`src/design/tls_vector_schema_validator_core_defines.svh`:
```
// Assertion macros shared by the schema validator RTL.
`ifndef TLS_VECTOR_SCHEMA_VALIDATOR_CORE_DEFINES_SVH
`define TLS_VECTOR_SCHEMA_VALIDATOR_CORE_DEFINES_SVH

// Combinational implication, checked at every clock edge out of reset.
`define TVSV_ASSERT_NOW(label, cond, conseq, msg) \
    label: assert property (@(posedge clk) disable iff (!rst_n) (cond) |-> (conseq)) \
        else $error(msg);

// Implication into the following clock edge.
`define TVSV_ASSERT_NEXT(label, cond, conseq, msg) \
    label: assert property (@(posedge clk) disable iff (!rst_n) (cond) |=> (conseq)) \
        else $error(msg);

`endif

```
`src/design/tvsv_pkg.sv`:
```
// Types and constants for the schema validator.
package tvsv_pkg;

    localparam int MAX_PREFIX_BYTES = 4;
    localparam int SET_BYTES        = 2;

    typedef enum logic [1:0] {
        REQ_LOAD    = 2'd0,
        REQ_DATA    = 2'd1,
        REQ_RESTART = 2'd2
    } req_code_t;

    typedef enum logic [1:0] {
        KIND_CONST  = 2'd0,
        KIND_INT    = 2'd1,
        KIND_PREFIX = 2'd2,
        KIND_FIXED  = 2'd3
    } kind_code_t;

    typedef enum logic [1:0] {
        VERD_PENDING = 2'd0,
        VERD_VALID   = 2'd1,
        VERD_STUCK   = 2'd2
    } verdict_t;

    typedef struct packed {
        logic [1:0]  req_type;
        logic [7:0]  data_byte;
        logic [3:0]  slot;
        logic [1:0]  kind;
        logic [7:0]  size_bytes;
        logic [31:0] bound_low;
        logic [32:0] bound_high;
        logic [15:0] match_first;
        logic [15:0] match_second;
        logic [1:0]  match_count;
    } req_word_t;

    typedef struct packed {
        logic       complete;
        logic       stuck;
        logic [3:0] field_now;
    } rsp_word_t;

    typedef struct packed {
        logic [1:0]  kind;
        logic [7:0]  size_bytes;
        logic [31:0] bound_low;
        logic [32:0] bound_high;
        logic [15:0] match_first;
        logic [15:0] match_second;
        logic [1:0]  match_count;
    } desc_t;

    // Byte k (counted from the least significant end) of a constant; bytes
    // above the stored width read as zero.
    function automatic logic [7:0] const_byte(input logic [15:0] v, input logic [7:0] k);
        logic [7:0] res;
        if (k >= 8'(SET_BYTES))
        begin
            res = 8'd0;
        end
        else
        begin
            res = 8'(v >> {k[1:0], 3'b000});
        end
        return res;
    endfunction

endpackage

```
`src/design/tls_vector_schema_validator_core.sv`:
```
// An accepted word is held in stage 1; its result word is then registered and held until taken.
// Throughput: one word per cycle while rsp_ready takes results; the descriptor memory is read on
//   two ports (current field and the one after it) at acceptance, so a field change never stalls.
// Reset: parse position, counters and sticky stuck flag cleared, field_total set to 1.
// The descriptor memory is not cleared; each slot must be loaded before a byte reaches it.
module tls_vector_schema_validator_core #(
    parameter int MAX_FIELDS = 16
) (
    input  logic                 clk,
    input  logic                 rst_n,
    input  logic                 req_valid,
    output logic                 req_ready,
    input  tvsv_pkg::req_word_t  req,
    output logic                 rsp_valid,
    input  logic                 rsp_ready,
    output tvsv_pkg::rsp_word_t  rsp,
    input  logic                 psel,
    input  logic                 penable,
    input  logic                 pwrite,
    input  logic [2:0]           paddr,
    input  logic [31:0]          pwdata,
    output logic [31:0]          prdata,
    output logic                 pready
);
    import tvsv_pkg::*;

    `include "tls_vector_schema_validator_core_defines.svh"

    localparam int PW    = (MAX_FIELDS > 1) ? $clog2(MAX_FIELDS) : 1;
    localparam int TW    = PW + 1;
    localparam int DEPTH = 1 << PW;

    // Config register
    logic [4:0]    field_total_reg;

    // Descriptor memory and its read registers
    desc_t         desc_mem [DEPTH];
    desc_t         rd_a_reg;
    desc_t         rd_b_reg;
    logic          sel_b_reg;
    logic [PW-1:0] rd_a_addr;
    logic [PW-1:0] rd_b_addr;
    logic          mem_we;
    logic [PW-1:0] mem_waddr;
    desc_t         mem_wdata;

    // Pipeline
    logic          s1_valid_reg;
    req_word_t     s1_req_reg;
    logic          rsp_valid_reg;
    rsp_word_t     rsp_reg;
    logic          s1_adv;
    logic          s1_fire;
    logic          req_fire;

    // Parse state
    logic [PW-1:0] field_pos_reg,    field_pos_next;
    logic [7:0]    head_count_reg,   head_count_next;
    logic [31:0]   head_value_reg,   head_value_next;
    logic          length_known_reg, length_known_next;
    logic [32:0]   body_count_reg,   body_count_next;
    logic          stuck_reg,        stuck_next;

    // Field step
    desc_t         cur;
    logic [7:0]    sz;
    logic [TW-1:0] total_eff;
    logic [PW-1:0] last_pos;
    verdict_t      verdict;
    logic          done;
    logic [1:0]    alive;
    logic [7:0]    cb_k;
    logic [31:0]   hv_new;
    logic [7:0]    hc_inc;
    logic [1:0]    shb;
    logic [56:0]   mn;
    logic [56:0]   mx;
    verdict_t      hdr_verdict;

    // ---------------- handshake ----------------
    assign s1_adv    = !rsp_valid_reg || rsp_ready;
    assign s1_fire   = s1_valid_reg && s1_adv;
    assign req_ready = !s1_valid_reg || s1_adv;
    assign req_fire  = req_valid && req_ready;
    assign rsp_valid = rsp_valid_reg;
    assign rsp       = rsp_reg;

    // ---------------- APB ----------------
    assign pready = 1'b1;
    assign prdata = (paddr[2] == 1'b0) ? {27'd0, field_total_reg} : 32'd0;

    always_ff @(posedge clk or negedge rst_n)
    begin
        if (!rst_n)
        begin
            field_total_reg <= 5'd1;
        end
        else if (psel && penable && pwrite && (paddr[2] == 1'b0))
        begin
            field_total_reg <= pwdata[4:0];
        end
    end

    // ---------------- descriptor memory ----------------
    assign mem_we    = req_fire && (req.req_type == REQ_LOAD) && (32'(req.slot) < MAX_FIELDS);
    assign mem_waddr = PW'(req.slot);
    assign mem_wdata = '{kind:         req.kind,
                         size_bytes:   req.size_bytes,
                         bound_low:    req.bound_low,
                         bound_high:   req.bound_high,
                         match_first:  req.match_first,
                         match_second: req.match_second,
                         match_count:  req.match_count};

    // Port A: position as it stands; port B: where the word in stage 1 may move it.
    assign rd_a_addr = field_pos_reg;
    assign rd_b_addr = (s1_valid_reg && (s1_req_reg.req_type == REQ_RESTART)) ?
                       '0 : field_pos_reg + PW'(1);

    always_ff @(posedge clk)
    begin
        if (mem_we)
        begin
            desc_mem[mem_waddr] <= mem_wdata;
        end
        if (req_fire)
        begin
            rd_a_reg  <= desc_mem[rd_a_addr];
            rd_b_reg  <= desc_mem[rd_b_addr];
            sel_b_reg <= (field_pos_next != field_pos_reg);
            s1_req_reg <= req;
        end
        if (s1_fire)
        begin
            rsp_reg <= '{complete:  done,
                         stuck:     stuck_next,
                         field_now: 4'(field_pos_next)};
        end
    end

    // ---------------- field step ----------------
    assign cur = sel_b_reg ? rd_b_reg : rd_a_reg;

    always_comb
    begin
        if (cur.size_bytes == 8'd0)
        begin
            sz = 8'd1;
        end
        else
        begin
            sz = cur.size_bytes;
        end
        if (((cur.kind == KIND_INT) || (cur.kind == KIND_PREFIX)) &&
            (sz > 8'(MAX_PREFIX_BYTES)))
        begin
            sz = 8'(MAX_PREFIX_BYTES);
        end
    end

    always_comb
    begin
        if (field_total_reg == 5'd0)
        begin
            total_eff = TW'(1);
        end
        else if (32'(field_total_reg) > MAX_FIELDS)
        begin
            total_eff = TW'(MAX_FIELDS);
        end
        else
        begin
            total_eff = TW'(field_total_reg);
        end
    end

    assign last_pos = PW'(total_eff - TW'(1));

    always_comb
    begin
        field_pos_next    = field_pos_reg;
        head_count_next   = head_count_reg;
        head_value_next   = head_value_reg;
        length_known_next = length_known_reg;
        body_count_next   = body_count_reg;
        stuck_next        = stuck_reg;
        verdict           = VERD_PENDING;
        done              = 1'b0;
        alive             = 2'b00;
        cb_k              = sz - 8'd1 - head_count_reg;
        hv_new            = {head_value_reg[23:0], s1_req_reg.data_byte};
        hc_inc            = head_count_reg + 8'd1;
        shb               = 2'(sz - hc_inc);
        mn                = 57'(hv_new) << {shb, 3'b000};
        mx                = (57'(hv_new) + 57'd1) << {shb, 3'b000};
        hdr_verdict       = VERD_PENDING;

        // Header verdict for integers and length prefixes
        if (hc_inc < sz)
        begin
            if ((57'(cur.bound_high) <= mn) || (mx <= 57'(cur.bound_low)))
            begin
                hdr_verdict = VERD_STUCK;
            end
        end
        else if ((cur.bound_low <= hv_new) && (33'(hv_new) < cur.bound_high))
        begin
            hdr_verdict = VERD_VALID;
        end
        else
        begin
            hdr_verdict = VERD_STUCK;
        end

        if (s1_fire)
        begin
            case (s1_req_reg.req_type)
                REQ_RESTART:
                begin
                    field_pos_next    = '0;
                    head_count_next   = 8'd0;
                    head_value_next   = 32'd0;
                    length_known_next = 1'b0;
                    body_count_next   = 33'd0;
                    stuck_next        = 1'b0;
                end
                REQ_DATA:
                begin
                    if (!stuck_reg)
                    begin
                        case (cur.kind)
                            KIND_CONST:
                            begin
                                if (head_count_reg >= sz)
                                begin
                                    verdict = VERD_STUCK;
                                end
                                else
                                begin
                                    if (head_count_reg == 8'd0)
                                    begin
                                        alive = {cur.match_count[1], 1'b1};
                                    end
                                    else
                                    begin
                                        alive = head_value_reg[1:0];
                                    end
                                    if (const_byte(cur.match_first, cb_k) !=
                                        s1_req_reg.data_byte)
                                    begin
                                        alive[0] = 1'b0;
                                    end
                                    if (const_byte(cur.match_second, cb_k) !=
                                        s1_req_reg.data_byte)
                                    begin
                                        alive[1] = 1'b0;
                                    end
                                    // mask of constants still matching
                                    if (head_count_reg == 8'd0)
                                    begin
                                        head_value_next = {30'd0, alive};
                                    end
                                    else
                                    begin
                                        head_value_next = {head_value_reg[31:2], alive};
                                    end
                                    head_count_next = hc_inc;
                                    if (alive == 2'b00)
                                    begin
                                        verdict = VERD_STUCK;
                                    end
                                    else if (hc_inc == sz)
                                    begin
                                        verdict = VERD_VALID;
                                    end
                                end
                            end
                            KIND_FIXED:
                            begin
                                if (body_count_reg >= 33'(sz))
                                begin
                                    verdict = VERD_STUCK;
                                end
                                else
                                begin
                                    body_count_next = body_count_reg + 33'd1;
                                    if (body_count_next == 33'(sz))
                                    begin
                                        verdict = VERD_VALID;
                                    end
                                end
                            end
                            default:
                            begin
                                if ((cur.kind == KIND_INT) || !length_known_reg)
                                begin
                                    if (head_count_reg >= sz)
                                    begin
                                        verdict = VERD_STUCK;
                                    end
                                    else
                                    begin
                                        head_value_next = hv_new;
                                        head_count_next = hc_inc;
                                        if ((cur.kind == KIND_INT) ||
                                            (hdr_verdict != VERD_VALID))
                                        begin
                                            verdict = hdr_verdict;
                                        end
                                        else
                                        begin
                                            length_known_next = 1'b1;
                                            verdict = (hv_new == 32'd0) ?
                                                      VERD_VALID : VERD_PENDING;
                                        end
                                    end
                                end
                                else if (body_count_reg >= 33'(head_value_reg))
                                begin
                                    verdict = VERD_STUCK;
                                end
                                else
                                begin
                                    body_count_next = body_count_reg + 33'd1;
                                    if (body_count_next == 33'(head_value_reg))
                                    begin
                                        verdict = VERD_VALID;
                                    end
                                end
                            end
                        endcase

                        case (verdict)
                            VERD_STUCK:
                            begin
                                stuck_next = 1'b1;
                            end
                            VERD_VALID:
                            begin
                                if (field_pos_reg >= last_pos)
                                begin
                                    done = 1'b1;
                                end
                                else
                                begin
                                    field_pos_next    = field_pos_reg + PW'(1);
                                    head_count_next   = 8'd0;
                                    head_value_next   = 32'd0;
                                    length_known_next = 1'b0;
                                    body_count_next   = 33'd0;
                                end
                            end
                            default:
                            begin
                                done = 1'b0;
                            end
                        endcase
                    end
                end
                default:
                begin
                    done = 1'b0;
                end
            endcase
        end
    end

    // ---------------- control registers ----------------
    always_ff @(posedge clk or negedge rst_n)
    begin
        if (!rst_n)
        begin
            s1_valid_reg     <= 1'b0;
            rsp_valid_reg    <= 1'b0;
            field_pos_reg    <= '0;
            head_count_reg   <= 8'd0;
            head_value_reg   <= 32'd0;
            length_known_reg <= 1'b0;
            body_count_reg   <= 33'd0;
            stuck_reg        <= 1'b0;
        end
        else
        begin
            if (req_fire)
            begin
                s1_valid_reg <= 1'b1;
            end
            else if (s1_fire)
            begin
                s1_valid_reg <= 1'b0;
            end

            if (s1_fire)
            begin
                rsp_valid_reg <= 1'b1;
            end
            else if (rsp_ready)
            begin
                rsp_valid_reg <= 1'b0;
            end

            field_pos_reg    <= field_pos_next;
            head_count_reg   <= head_count_next;
            head_value_reg   <= head_value_next;
            length_known_reg <= length_known_next;
            body_count_reg   <= body_count_next;
            stuck_reg        <= stuck_next;
        end
    end

    // ---------------- assertions ----------------
    `TVSV_ASSERT_NEXT(a_stuck_sticky,
        s1_fire && stuck_reg && (s1_req_reg.req_type != REQ_RESTART),
        stuck_reg,
        "stuck flag dropped without a restart")

    `TVSV_ASSERT_NEXT(a_pos_single_step,
        s1_fire && (s1_req_reg.req_type == REQ_DATA),
        (field_pos_reg == $past(field_pos_reg)) ||
        (field_pos_reg == ($past(field_pos_reg) + PW'(1))),
        "data byte moved the field position by more than one")

    `TVSV_ASSERT_NEXT(a_restart_clears,
        s1_fire && (s1_req_reg.req_type == REQ_RESTART),
        (field_pos_reg == '0) && !stuck_reg && (head_count_reg == 8'd0) &&
        (body_count_reg == 33'd0),
        "restart left parse state behind")

endmodule

```
`config.mk`:
```
export PLATFORM = sky130hd
export DESIGN_NAME = tls_vector_schema_validator_core
export DESIGN_NICKNAME = d
export VERILOG_FILES = /design/src/design/tvsv_pkg.sv /design/src/design/tls_vector_schema_validator_core.sv
export VERILOG_INCLUDE_DIRS = /design/src /design/src/design
export SDC_FILE = /design/constraint.sdc
export NUM_CORES = 2
export LEC_CHECK = 0
export BUFFER_PORTS_ARGS = -buffer_cell sky130_fd_sc_hd__buf_2
export CORE_MARGIN = 5
export CORE_UTILIZATION = 57
export CTS_CLUSTER_DIAMETER = 60
export CTS_CLUSTER_SIZE = 12
export DETAILED_ROUTE_END_ITERATION = 7
export PLACE_DENSITY = 0.75
export SYNTH_ARGS = -nofsm -noshare
export SYNTH_HDL_FRONTEND = slang
export SYNTH_SLANG_ARGS = --single-unit
```
`constraint.sdc`:
```
create_clock -name clk -period 10.1 [get_ports clk]
set_input_delay 0.505 -clock clk [delete_from_list [all_inputs] [get_ports clk]]
set_output_delay 0.505 -clock clk [all_outputs]
set_load 0.1 [all_outputs]
```
======== Word-level counts from Yosys, hierarchy flattened ========
Memory sizes are Yosys's and may differ from the RTL's. A register that Yosys moved wholly into a read port is not among the register bits.
Cells that the tools add are included.
operators by class
  multiplexer cells ....................... 98
  equality and inequality tests ........... 15
  add/sub/neg operators ................... 8
  reduce and logical (&&, ||, !) cells .... 31
  shifts and indexed selects .............. 4
  $lt $le $gt $ge ......................... 12
  bitwise gates (word level) .............. 3
operator list
  operator               count
  $mux 32                7
  $mux 33                6
  $mux 8                 19
  $pmux 33 s2            2
  $pmux 32 s2            2
  $mux 109               1
  $le 33x57->1           1
  $le 57x32->1           1
  $shl 32x5->57          1
  $shl 33x5->57          1
  $add 32x1->33 const B  1
  $add 33x1->33 const B  1
  $eq 33x32->1           1
  $eq 33x8->1            1
  $ge 33x32->1           1
  $ge 33x8->1            1
  $lt 32x33->1           1
  $mux 1                 33
  $le 32x32->1           1
  $logic_not 32->1       1
  $pmux 8 s2             2
  $shr 16x5->8           2
  $mux 2                 14
  $mux 4                 7
  other kinds (34)       63
storage, ports and cells
  output and inout bits ................... 41
  input port bits ......................... 165
  RAM bits ................................ 1744
  memories ................................ 1
  logic and storage cells ................. 187
  flip-flop bits (word level) ............. 103
memory list
  memory    depth  width  rd ports  clocked after Yosys merged registers in  wr ports  RTL line                                source
  desc_mem  16     109    2         2                                        1         tls_vector_schema_validator_core.sv:37  desc_t desc_mem [DEPTH];

======== Logic depth before layout (Yosys ltp) ========
  depth in word-level cells ............... 35
  mapped depth ............................ 33
  depth with buffers taken out ............ 22

======== Worst setup path after synthesis ========
OpenSTA, ideal clock, no wires.
  path type ............................... reg-to-reg
  start ................................... register rsp_valid_reg (netlist: rsp_valid)
  end ..................................... memory desc_mem[0][100] in the netlist's numbering (enable)
  setup time .............................. 709 ps
  clock period less this slack ............ 10708 ps
  buffers on the path ..................... 0
  data required time ...................... 9391 ps
  data arrival time ....................... 10000 ps
  stages on the path, launching flop included .. 6
  path slack .............................. -608 ps
  cells stage by stage .................... dfrtp_1 nand3b_1 nand2_1 nor3_1 or3b_2 nor3_1
between the ends
  word-level cells in the longest chain between the ends .. 7
ends and longest elaborated chain
  element                       RTL line                                 source
  start, declared               tls_vector_schema_validator_core.sv:50   logic rsp_valid_reg;
  start signal, assigned        tls_vector_schema_validator_core.sv:374  rsp_valid_reg <= 1'b0;
  start signal, assigned        tls_vector_schema_validator_core.sv:395  rsp_valid_reg <= 1'b1;
  start signal, assigned        tls_vector_schema_validator_core.sv:399  rsp_valid_reg <= 1'b0;
  $logic_not 1->1               tls_vector_schema_validator_core.sv:81   assign s1_adv = !rsp_valid_reg || rsp_ready;
  $logic_or 1x1->1              tls_vector_schema_validator_core.sv:81
  $logic_or 1x1->1              tls_vector_schema_validator_core.sv:83   assign req_ready = !s1_valid_reg || s1_adv;
  named net req_ready           tls_vector_schema_validator_core.sv:12   output logic req_ready,
  $logic_and 1x1->1             tls_vector_schema_validator_core.sv:84   assign req_fire = req_valid && req_ready;
  $logic_and 1x1->1             tls_vector_schema_validator_core.sv:105  assign mem_we = req_fire && (req.req_type == REQ_LOAD) && (32'(req.slot) < MAX_FIELDS);
  $mux 1                        tls_vector_schema_validator_core.sv:122  if (mem_we)
  $mux 1 (implied by the code)  tls_vector_schema_validator_core.sv:124  desc_mem[mem_waddr] <= mem_wdata;
  end, declared                 tls_vector_schema_validator_core.sv:37
The timed path passes the listed nets, and every way through them passes these cells.

======== Worst setup path in the final report ========
  start ................................... register sel_b_reg
  end ..................................... register rsp_reg, in the netlist rsp[4], data pin
between the ends
  word-level cells in the longest chain between the ends .. 34
  elaborated cells on any way between the ends .. 81
  classes of those cells .................. add/sub (3); order compare (9); eq/ne (9); shift (4); mux (47); reduce/logical (9)
ends and longest elaborated chain
  element                 RTL line                                 source
  start, declared         tls_vector_schema_validator_core.sv:40   logic sel_b_reg;
  start signal, assigned  tls_vector_schema_validator_core.sv:130  sel_b_reg <= (field_pos_next != field_pos_reg);
  $mux 109 (*)            tls_vector_schema_validator_core.sv:142  assign cur = sel_b_reg ? rd_b_reg : rd_a_reg;
  $logic_not 8->1         tls_vector_schema_validator_core.sv:146  if (cur.size_bytes == 8'd0)
  $mux 8                  tls_vector_schema_validator_core.sv:146
  $gt 8x3->1              tls_vector_schema_validator_core.sv:155  (sz > 8'(MAX_PREFIX_BYTES)))
  $logic_and 1x1->1       tls_vector_schema_validator_core.sv:154  if (((cur.kind == KIND_INT) || (cur.kind == KIND_PREFIX)) &&
  $mux 8                  tls_vector_schema_validator_core.sv:154
  $sub 8x1->8             tls_vector_schema_validator_core.sv:190  cb_k = sz - 8'd1 - head_count_reg;
  $sub 8x8->8             tls_vector_schema_validator_core.sv:190
  (+19 left out)          --
  $mux 2 (*)              tls_vector_schema_validator_core.sv:217  case (s1_req_reg.req_type)
  $mux 2 (*)              tls_vector_schema_validator_core.sv:215  if (s1_fire)
  $eq 2x2->1 (*)          tls_vector_schema_validator_core.sv:333  case (verdict)
  $mux 1 (*)              tls_vector_schema_validator_core.sv:333
  $mux 1 (*)              tls_vector_schema_validator_core.sv:229  if (!stuck_reg)
  $pmux 1 s2 (*)          tls_vector_schema_validator_core.sv:217
  $mux 1 (*)              tls_vector_schema_validator_core.sv:215
  named net stuck_next    tls_vector_schema_validator_core.sv:62   logic stuck_reg, stuck_next;
  end signal, assigned    tls_vector_schema_validator_core.sv:135  rsp_reg <= '{complete: done,
  end, declared           tls_vector_schema_validator_core.sv:51   rsp_word_t rsp_reg;
The timed path passes the listed nets; every way through them passes the cells marked *. The select of a mux whose other input is x is not followed.
A chain may end at the register's enable or synchronous reset.

==> flow_summary.rst <==
.. list-table::
   :header-rows: 1

   * - Metric
     - Value
   * - Result of the run
     - finished, final reports clean
   * - Max_slew headroom
     - 20.01%
   * - Top-Level Pins
     - 206
   * - First-pass iteration count of the detailed router
     - 6
   * - Global-route wire length before repair
     - around 440 mm
   * - Placed cell area
     - 105700 µm²
   * - Effective utilization at floorplan
     - 57.13%
   * - Max_cap viols
     - 0
   * - Mean area per synthesized cell
     - between 10 and 15 µm²
   * - Flip-flop and latch count after synthesis
     - 2047
   * - Core outline area
     - 180400 µm²
   * - Layout cell share with drive strength beyond 1
     - 14.85%
   * - Max Buffers Root-to-Sink
     - 3
   * - Tightest Hold Check Type
     - in -> reg
   * - Final critical delay including setup and external delays
     - 7.767 ns
   * - Setup Viol. Count Final
     - 0
   * - H-Tree Level Count
     - 4
   * - Vias in the first global route
     - 69.98k
   * - CTS tree
     - yes
   * - Final core utilization
     - between 60% and 70%
   * - Final period utilization
     - about three quarters
   * - Nature of the critical path endpoint
     - flip-flop
   * - Pin count of the biggest net entering global routing
     - ~200
   * - Half-perimeter wire length of the detailed placement result
     - 167.0 mm
   * - Post-CTS Hold Buffers
     - 124
   * - Leakage
     - 36.36 nW
   * - Post-CTS Setup Inserts
     - 0
   * - Final number of max-transition violations
     - 0
   * - Detail-routed net length per standard cell
     - just under 30 µm
   * - Library cell with the largest summed area after synthesis
     - sky130_fd_sc_hd__edfxtp_1
   * - Endpoints failing hold
     - 0
   * - Critical path launch point type
     - flip-flop
   * - Clock sink count
     - 2047
   * - Skew final
     - 0.07222 ns
   * - Setup Total Neg Slack
     - 0 ns
   * - Post-detailed-route count of antenna-violating nets
     - 0
   * - Clock Latency Late Sink
     - 0.89 ns
   * - Total congestion overflow
     - 0
   * - Clock root buffer
     - sky130_fd_sc_hd__clkbuf_16
   * - Count of flip-flops with a built-in enable after synthesis
     - around 2.0k
   * - Clock buffers created by TritonCTS
     - 196
   * - Most frequent cell after synthesis
     - sky130_fd_sc_hd__edfxtp_1
   * - Die area
     - 189400 µm²
   * - Synth unique cells
     - 93
   * - Count of input and output buffers
     - 147
   * - Number of standard-cell rows in the floorplan
     - between 150 and 200
   * - WP data arrival
     - 8.52 ns
   * - Fraction of post-synthesis cell area in the top cell type by area
     - 57.15%
   * - Final net count
     - 7977
   * - Drt first-iter violations
     - 9429
   * - Resize count post-CTS
     - 0
   * - Netlist Area Pre-Place
     - about 100000 µm²
   * - Areal power density over the cells
     - 288.0 nW/µm²
   * - Post-route cell area
     - about 110000 µm²
   * - Die Y-Extent
     - 435.2 µm
   * - Gate Count Post-Synth
     - 7630
   * - Sequential fraction of the synthesis area
     - 59.24%
   * - Synth warn
     - 0
   * - DRC
     - 0
   * - Peak VDD IR
     - 0.4042 mV
   * - Overall fraction of global-route tracks in use
     - a little under a third
   * - Slew at the pin with the worst max-slew slack
     - 1.196 ns
   * - Data required, critical path
     - 10.85 ns
   * - GPL Wtd Cong
     - 0.9706
   * - Top fanout value on the critical path
     - 35
   * - Area growth from synthesis to final layout
     - 9.200%
   * - Unrepaired setup endpoints after global routing
     - no
   * - Leading post-synthesis cells by instance count
     - 1961 x sky130_fd_sc_hd__edfxtp_1, 1136 x sky130_fd_sc_hd__nand2_1, 560 x sky130_fd_sc_hd__a211oi_1
   * - Top cells by area, synth
     - sky130_fd_sc_hd__edfxtp_1 57%, sky130_fd_sc_hd__mux4_2 12%, sky130_fd_sc_hd__nand2_1 4.1%, sky130_fd_sc_hd__a211oi_1 4.1%, sky130_fd_sc_hd__nor2b_1 2.8%
   * - Async set-reset flop share out of synthesis
     - 4.201%
   * - Type of the setup path with the least slack
     - reg -> reg
   * - Total wire length
     - 297.7 mm
   * - Initial antenna violation count
     - 23
   * - Vias after detailed routing
     - slightly above 70k
   * - Top achievable clock speed
     - approximately 130 MHz
   * - Clock slew at the register clock pins of the worst setup and hold paths
     - 0.06 ns
   * - Drt via density
     - 7.059
   * - Flip-flop count of the largest register, all copies and words added
     - 1728
   * - Die boundary width
     - 435.2 µm
   * - Synth Flop Type
     - sky130_fd_sc_hd__edfxtp_1
-- through the flow --
step	cells	hold WS, ns	worst slack [ns]	power, mW
after CTS	10020	0.0008694	2.417	32.20
final	10036	0.05867	2.333	32.40
after global routing	10025	0.03630	1.798	33.99
after floorplan	7656	0.2094	1.859	21.42
after detailed placement	9651	0.3495	2.492	25.49
after global placement	9651	0.3476	2.552	25.12
-- logic make-up (layout without fill, tap and decap cells) --
logic type	after synthesis	in the layout	synth area share, %
AND/OR/NAND/NOR	2063	2063	9.493
other	2	44	0.007288
AO/OA/AOI/OAI	1739	1739	11.52
XOR/XNOR	109	109	0.9265
flip-flops	2047	2047	59.24
adder cells (fa/ha/maj)	209	209	2.545
buffers and inverters	802	796	3.095
multiplexers	659	659	13.17
-- power breakdown --
| part | switching [mW] | internal, mW |
|---|---|---|
| combinational | 9.46 | 5.65 |
| clock | 3.10 | 3.58 |
| sequential | 0.462 | 10.1 |
-- path summary, 6_finish.rpt --
| check | start | end | slack, ns | depth (start not counted) |
|---|---|---|---|---|
| worst max-delay path | sel_b_reg | rsp[4] | 2.33 | 20 |
| worst min-delay path | req[49] | desc_mem[13][49] | 0.06 | 1 |
| worst max register to register | sel_b_reg | rsp[4] | 2.33 | 20 |
| worst min register to register | head_value_reg[30] | head_value_reg[30] | 0.51 | 1 |
| max in group asynchronous | rst_n | head_value_reg[5] | 8.84 | 3 |
| min in group asynchronous | rst_n | field_total_reg[0] | 0.11 | 2 |
-- per-layer routing --
layer | global-route usage (%) | vias to the layer above | routed length, µm | part of all wire (%)
met5 | 0 | - | 54 | 0.018
met4 | 14.06 | 8 | 14470 | 4.9
met3 | 5.871 | 831 | 32200 | 11
met2 | 49.47 | 4543 | 141700 | 48
met1 | 41.37 | 35553 | 109200 | 37
li1 | - | 29914 | - | -
-- worst max-delay path: stages (launching register included) --
cell                       delay (ns)
sky130_fd_sc_hd__edfxtp_1        0.70
sky130_fd_sc_hd__buf_4           0.83
sky130_fd_sc_hd__a211oi_1        0.19
sky130_fd_sc_hd__o21ai_0         0.56
sky130_fd_sc_hd__nand2_1         0.33
sky130_fd_sc_hd__ha_1            0.52
sky130_fd_sc_hd__xor2_2          0.91
sky130_fd_sc_hd__buf_4           0.40
sky130_fd_sc_hd__nand2_1         0.19
sky130_fd_sc_hd__nor2_1          0.26
sky130_fd_sc_hd__ha_1            0.18
sky130_fd_sc_hd__inv_1           0.04
sky130_fd_sc_hd__a21oi_1         0.13
sky130_fd_sc_hd__o21ai_0         0.08
sky130_fd_sc_hd__a21oi_1         0.16
sky130_fd_sc_hd__o21ai_0         0.09
sky130_fd_sc_hd__a221o_1         0.39
sky130_fd_sc_hd__a221oi_1        0.45
sky130_fd_sc_hd__a211oi_1        0.20
sky130_fd_sc_hd__o31ai_1         0.70
sky130_fd_sc_hd__a41o_1          0.30
-- placed cells by master (no fill, tap or decap), types with 124 or more instances in the layout --
master	netlist	routed
sky130_fd_sc_hd__inv_1	151	150
sky130_fd_sc_hd__mux4_2	556	556
sky130_fd_sc_hd__edfxtp_1	1961	1961
sky130_fd_sc_hd__a21oi_1	392	391
sky130_fd_sc_hd__a311oi_1	219	219
sky130_fd_sc_hd__nor2b_1	455	455
sky130_fd_sc_hd__a211oi_1	560	559
sky130_fd_sc_hd__buf_2	18	146
sky130_fd_sc_hd__dlygate4sd3_1	0	124
sky130_fd_sc_hd__nand2_1	1136	1132
sky130_fd_sc_hd__ha_1	208	206
sky130_fd_sc_hd__a31oi_1	238	238
sky130_fd_sc_hd__clkbuf_16	0	198
-- final cells by class --
class                           count  area (µm²)
Clock buffer                      213        5021
Timing Repair Buffer              394        3216
Inverter                          157       596.8
Antenna cell                       16       40.04
Tap cell                         2370        2965
Clock inverter                     32       489.2
Fill cell                       12961       67830
Sequential cell                  2047       61050
Multi-Input combinational cell   4807       39140
(Power assumes the default switching activity.)
